## src/rtl/core/nearest_climate_box_select_top_defines.svh

```systemverilog
// Assertion macros shared by the nearest climate box select RTL
`ifndef NEAREST_CLIMATE_BOX_SELECT_TOP_DEFINES_SVH
`define NEAREST_CLIMATE_BOX_SELECT_TOP_DEFINES_SVH

`ifndef SYNTHESIS
// Expression must hold at every clock edge outside reset
`define NCBS_ASSERT(label, clk, rst_n, expr) \
    label: assert property (@(posedge clk) disable iff (!rst_n) (expr)) \
        else $error("ncbs: invariant violated");
// Antecedent in one cycle implies consequent in the next
`define NCBS_ASSERT_NEXT(label, clk, rst_n, ante, cons) \
    label: assert property (@(posedge clk) disable iff (!rst_n) (ante) |=> (cons)) \
        else $error("ncbs: sequence violated");
`else
`define NCBS_ASSERT(label, clk, rst_n, expr)
`define NCBS_ASSERT_NEXT(label, clk, rst_n, ante, cons)
`endif

`endif

```

## src/rtl/core/ncbs_pkg.sv

```systemverilog
// Package of types and constants for the nearest climate box select block
`timescale 1ns / 1ps
`default_nettype none

package ncbs_pkg;

    localparam int MAX_ENTRIES = 64;
    localparam int VALUE_BITS  = 16;
    localparam int KEY_W       = 16;
    localparam int SCORE_W     = 38;
    localparam int FUNC_W      = 2;

    localparam int IDX_W  = (MAX_ENTRIES > 1) ? $clog2(MAX_ENTRIES) : 1;
    localparam int CNT_W  = $clog2(MAX_ENTRIES + 1);
    localparam int WORD_W = KEY_W + 4 * VALUE_BITS;

    // doubled-unit distance pipeline widths
    localparam int OFF_W = VALUE_BITS + 2;
    localparam int WID_W = VALUE_BITS + 1;
    localparam int D_W   = VALUE_BITS + 2;
    localparam int A_W   = D_W + 1;
    localparam int SQ_W  = 2 * D_W;
    localparam int SUM_W = SQ_W + 1;
    localparam int CMP_W = (SUM_W > SCORE_W) ? SUM_W : SCORE_W;

    localparam logic [FUNC_W-1:0] FUNC_INSERT = 2'd0;
    localparam logic [FUNC_W-1:0] FUNC_CLEAR  = 2'd1;
    localparam logic [FUNC_W-1:0] FUNC_SELECT = 2'd2;

    typedef enum logic [2:0] {
        S_IDLE,
        S_SCAN,
        S_CLEAR,
        S_COMMIT,
        S_FINISH
    } t_state;

    typedef struct packed {
        logic load;
        logic scan;
        logic select;
        logic clear;
        logic commit;
    } t_cmd;

    typedef struct packed {
        logic scan_done;
    } t_stat;

endpackage

`default_nettype wire

```

## src/rtl/core/ncbs_ctrl.sv

```systemverilog
// Controller state machine sequencing insert, clear and select operations
`timescale 1ns / 1ps
`default_nettype none

`include "nearest_climate_box_select_top_defines.svh"

module ncbs_ctrl
    import ncbs_pkg::*;
(
    input  wire logic              i_clk,
    input  wire logic              i_rst_n,
    input  wire logic              i_start,
    input  wire logic [FUNC_W-1:0] i_func,
    input  wire t_stat             i_stat,
    output t_cmd                   o_cmd,
    output logic                   o_busy,
    output logic                   o_valid
);

    t_state r_state, n_state;
    logic   r_sel, n_sel;

    always_ff @(posedge i_clk) begin
        if (!i_rst_n) begin
            r_state <= S_IDLE;
            r_sel   <= 1'b0;
        end else begin
            r_state <= n_state;
            r_sel   <= n_sel;
        end
    end

    always_comb begin
        n_state = r_state;
        n_sel   = r_sel;
        unique case (r_state)
            S_IDLE: begin
                if (i_start) begin
                    n_sel = (i_func == FUNC_SELECT);
                    priority case (i_func)
                        FUNC_INSERT: n_state = S_SCAN;
                        FUNC_SELECT: n_state = S_SCAN;
                        FUNC_CLEAR:  n_state = S_CLEAR;
                        default:     n_state = S_FINISH;
                    endcase
                end
            end
            S_SCAN: begin
                if (i_stat.scan_done) begin
                    n_state = r_sel ? S_FINISH : S_COMMIT;
                end
            end
            S_CLEAR:  n_state = S_FINISH;
            S_COMMIT: n_state = S_FINISH;
            S_FINISH: n_state = S_IDLE;
            default:  n_state = S_IDLE;
        endcase
    end

    always_comb begin
        o_cmd        = '0;
        o_cmd.load   = (r_state == S_IDLE) && i_start;
        o_cmd.scan   = (r_state == S_SCAN);
        o_cmd.select = r_sel;
        o_cmd.clear  = (r_state == S_CLEAR);
        o_cmd.commit = (r_state == S_COMMIT);
        o_busy       = (r_state != S_IDLE);
        o_valid      = (r_state == S_FINISH);
    end

    `NCBS_ASSERT_NEXT(a_start_busy, i_clk, i_rst_n, i_start && !o_busy, o_busy)
    `NCBS_ASSERT_NEXT(a_single_strobe, i_clk, i_rst_n, o_valid, !o_valid && !o_busy)

endmodule

`default_nettype wire

```

## config.mk

```make
export PLATFORM = sky130hd
export DESIGN_NAME = ncbs_ctrl
export DESIGN_NICKNAME = d
export VERILOG_FILES = /design/src/rtl/core/ncbs_pkg.sv /design/src/rtl/core/ncbs_ctrl.sv
export VERILOG_INCLUDE_DIRS = /design/src /design/src/rtl/core
export SDC_FILE = /design/constraint.sdc
export NUM_CORES = 1
export LEC_CHECK = 0
export BUFFER_PORTS_ARGS = -buffer_cell sky130_fd_sc_hd__buf_2
export CAP_MARGIN = 20
export CELL_PAD_IN_SITES_DETAIL_PLACEMENT = 0
export CELL_PAD_IN_SITES_GLOBAL_PLACEMENT = 1
export CORE_AREA = 4 4 41 43
export CTS_BUF_LIST = sky130_fd_sc_hd__clkbuf_4 sky130_fd_sc_hd__clkbuf_8
export CTS_CLUSTER_DIAMETER = 50
export DETAILED_ROUTE_END_ITERATION = 8
export DIE_AREA = 0 0 45 47
export PLACE_DENSITY_LB_ADDON = 0.1
export SETUP_SLACK_MARGIN = 0.15
export SLEW_MARGIN = 20
export SYNTH_ARGS = -nofsm -noshare
export SYNTH_HDL_FRONTEND = slang
export SYNTH_SLANG_ARGS = --single-unit
export TNS_END_PERCENT = 50
```

## constraint.sdc

```tcl
create_clock -name i_clk -period 1.8 [get_ports i_clk]
set_clock_uncertainty 0.1 [all_clocks]
set_input_delay 0.09 -clock i_clk [delete_from_list [all_inputs] [get_ports i_clk]]
set_output_delay 0.09 -clock i_clk [all_outputs]
set_load 0.1 [all_outputs]
```

==> out/qor.csv <==
stage,metric,value,unit
logic_synthesis,simple-gate area share of the yosys netlist,44.7,%
floorplan,Die Wd,45,µm
critical_path,FF-to-FF setup slack,0.47,ns
critical_path,FF-to-FF path depth,3,
logic_synthesis,adder-cell share of the synthesized area,0,%
timing,Final Hold Viols,0,
layout,Layout fillers,142,
power_and_ir_drop,part of the power in registers,29.9,%
critical_path,CP max FO,10,
power_and_ir_drop,clock network power share,28.9,%
run,MaxCap Viol Count,0,
power_and_ir_drop,Pint,211,µW
clock_network,Clock transition at path regs,0.04,ns
outcome,status,finished clean,
worst_hold_path,Hold Path Depth,3,
global_route,Total GRT Usage,7.74,%
clock_network,clk_lat worst skew,0.24,ns
timing,hold_ws,0.0409,ns
clock_network,post-CTS resize count,2,
logic_synthesis,Post-synth EDFFs,0,
logic_synthesis,Synth Register Bits,4,
logic_synthesis,Synth area leaders,"dfxtp_1 (26%), nor4b_4 (7.8%), buf_6 (7.4%)",
detailed_routing,Routed WL,654,µm
global_route,number of global-route vias before repair,226,
detailed_routing,vias,264,
clock_network,Root Buffer,clkbuf_4,
power_and_ir_drop,Worst VDD drop,0.000492,V
critical_path,Crit. End Element,output port,
logic_synthesis,Synth Area in Compound Gates,13.1,%
placement,GPL Wtd Cong,0.671,
floorplan,Initial Util,23.5,%
layout,"Design Area, Final",398,µm²
detailed_routing,Detailed Routing Iterations Pass 1,4,
clock_network,post-CTS setup-driven buffer insertion count,0,
floorplan,core area,0.00130,mm²
worst_hold_path,Hold Crit Start,i_rst_n,
critical_path,startpoint class of the critical path,flop,
timing,Tightest Pin Transition,0.492,ns
clock_network,total number of H-tree levels,1,
placement,Placed Area,362,µm²
logic_synthesis,Syn. warnings,0,
timing,final setup violation count,0,
detailed_routing,Antenna Violating Nets Remaining,0,
logic_synthesis,register area share after synthesis,26.2,%
timing,RSZ-0062 raised after global routing,yes,
logic_synthesis,syn_area_per_cell,9.85,µm²
global_route,first-pass GRT wire length,1070,µm
logic_synthesis,synth unique cells,18,
worst_hold_path,Worst Hold Endpoint,r_state[0],
logic_synthesis,post-synthesis cell count,31,
detailed_routing,Avg WL per Cell,11.5,µm
critical_path,required time worst endpoint,1.61,ns
logic_synthesis,post-synthesis mux area share,3.69,%
clock_network,Inserted Clock Buffers,3,
logic_synthesis,xor and xnor area share after synthesis,0,%
power_and_ir_drop,Sw Pwr,170,µW
global_route,GRT overflow,0,
detailed_routing,DRC Markers,0,
logic_synthesis,Synth async-reset ratio,0,%
logic_synthesis,Synth Flop Type,dfxtp_1,
logic_synthesis,post-synthesis net count,37,
timing,slew margin rel.,67.4,%
critical_path,RR Endpoint,r_state[1],
power_and_ir_drop,Leak,0.179,nW
floorplan,row count,13,
floorplan,Die Area,0.00212,mm²
critical_path,critical setup path kind,flop to output port,
floorplan,die height,47,µm
worst_hold_path,Min-Delay Path Class,input pin to flop,
timing,"Slew Viols, Final",0,
power_and_ir_drop,combinational cell fraction of total power,41.2,%
power_and_ir_drop,PD cells,957,mW/mm²
logic_synthesis,cell taking the most area after synthesis,dfxtp_1,
power_and_ir_drop,Switching Share,44.6,%
global_route,initial antenna violation count,0,
layout,Nets,50,
logic_synthesis,Synth top area share,26.2,%
global_route,largest net degree at the start of global routing,14,
floorplan,io pins,13,
critical_path,Worst EP arrival,1.40,ns
clock_network,Longest Clk Path Bufs,2,
timing,part of the cycle the worst path needs,88.4,%
critical_path,reg-to-reg startpoint,r_state[0],
timing,highest clock rate,629,MHz
logic_synthesis,mapped cell area,305,µm²
layout,Layout area overhead,30.3,%
detailed_routing,vias per std cell,4.63,
clock_network,CTS sink cnt,4,
layout,ANT cells,0,
clock_network,hold_buf cts,0,
clock_network,TritonCTS clock tree,done,
detailed_routing,DR iter-0 viols,2,
layout,ratio of cells with drive above 1 in the final layout,54.8,%
logic_synthesis,main combinational cell family by area after synthesis,simple AND/OR/NAND/NOR gates,
placement,port bufs,12,
timing,min cycle time layout,1.59,ns
## kinds of logic after synthesis
| logic type | count (synthesis) |
|---|---|
| simple gates | 15 |
| compound gates | 7 |
| flops | 4 |
| buf+inv | 4 |
| mux | 1 |
## layout by cell type (no fill, tap or decap), types with 2 or more instances in the layout
cell,Yosys,final
a21boi_1,2,2
buf_2,0,7
nand3b_1,2,2
a21oi_1,3,3
buf_4,2,2
clkbuf_4,0,6
nor2b_1,2,2
nor3b_2,0,3
o21ai_1,2,2
dfxtp_1,4,3
## sequential cells by signal (all words and copies together), names as in the netlist
name     count
r_state      3
r_sel        1
## worst max path at each step
stage / slack (ns) / endpoint / from / depth (start not counted)
6_report: 0.21 / o_busy / r_state[2] / 2
5_1_grt: 0.1 / o_valid / r_state[2] / 2
4_1_cts: 0.09 / o_valid / r_state[2] / 2
3_5_place_dp: 0.31 / r_state[1] / r_state[0] / 3
3_3_place_gp: 0.31 / r_state[1] / r_state[0] / 3
2_1_floorplan: -0.23 / r_sel / r_state[1] / 4
## synthesized netlist by cell type (2+ instances only)
cell type,n
nor3b_1,3
buf_4,2
a21boi_1,2
nor2b_1,2
a21oi_1,3
buf_6,2
o21ai_1,2
nand3b_1,2
dfxtp_1,4
## power by group through the flow
stage | logic [mW] | clock network [mW] | registers [mW]
floorplan | 0.151 | 0 | 0.101
global placement | 0.153 | 0 | 0.115
detailed placement | 0.153 | 0 | 0.116
CTS | 0.157 | 0.116 | 0.114
global route | 0.164 | 0.125 | 0.116
finish | 0.157 | 0.110 | 0.114
## per-stage QoR
stage / util, % / setup TNS [ns] / setup slack, ns / instances / total power, mW
5_1_grt: 30.6 / 0 / 0.0974 / 57 / 0.406
3_5_place_dp: 27.8 / 0 / 0.309 / 54 / 0.269
2_1_floorplan: - / -0.607 / -0.231 / 31 / 0.252
4_1_cts: 29.9 / 0 / 0.0881 / 57 / 0.387
6_report: 30.6 / 0 / 0.210 / 57 / 0.381
3_3_place_gp: 27.8 / 0 / 0.310 / 54 / 0.268
## layer usage
| metal | up-vias | GRT usage [%] | share of wire [%] |
|---|---|---|---|
| li1 | 133 | - | - |
| met1 | 118 | 8.64 | 42 |
| met2 | 13 | 9.89 | 43 |
| met3 | 0 | 7.28 | 15 |
| met4 | 0 | 3.51 | 0 |
| met5 | - | 0 | 0 |
## worst max-delay path, cell delays in order (launching register included)
cell and delay [ns]:
dfxtp_1 0.58, or3_1 0.17, buf_2 0.42
## cell type report
type	count	area, µm²	share of cell area [%]
multi-input combinational	23	203	50.9
sequential	4	81.3	20.4
timing repair buffer	12	72.6	18.2
clock buffer	3	22.5	5.66
tap	15	18.8	4.72
Note: power is estimated with default switching activity, not from simulation.
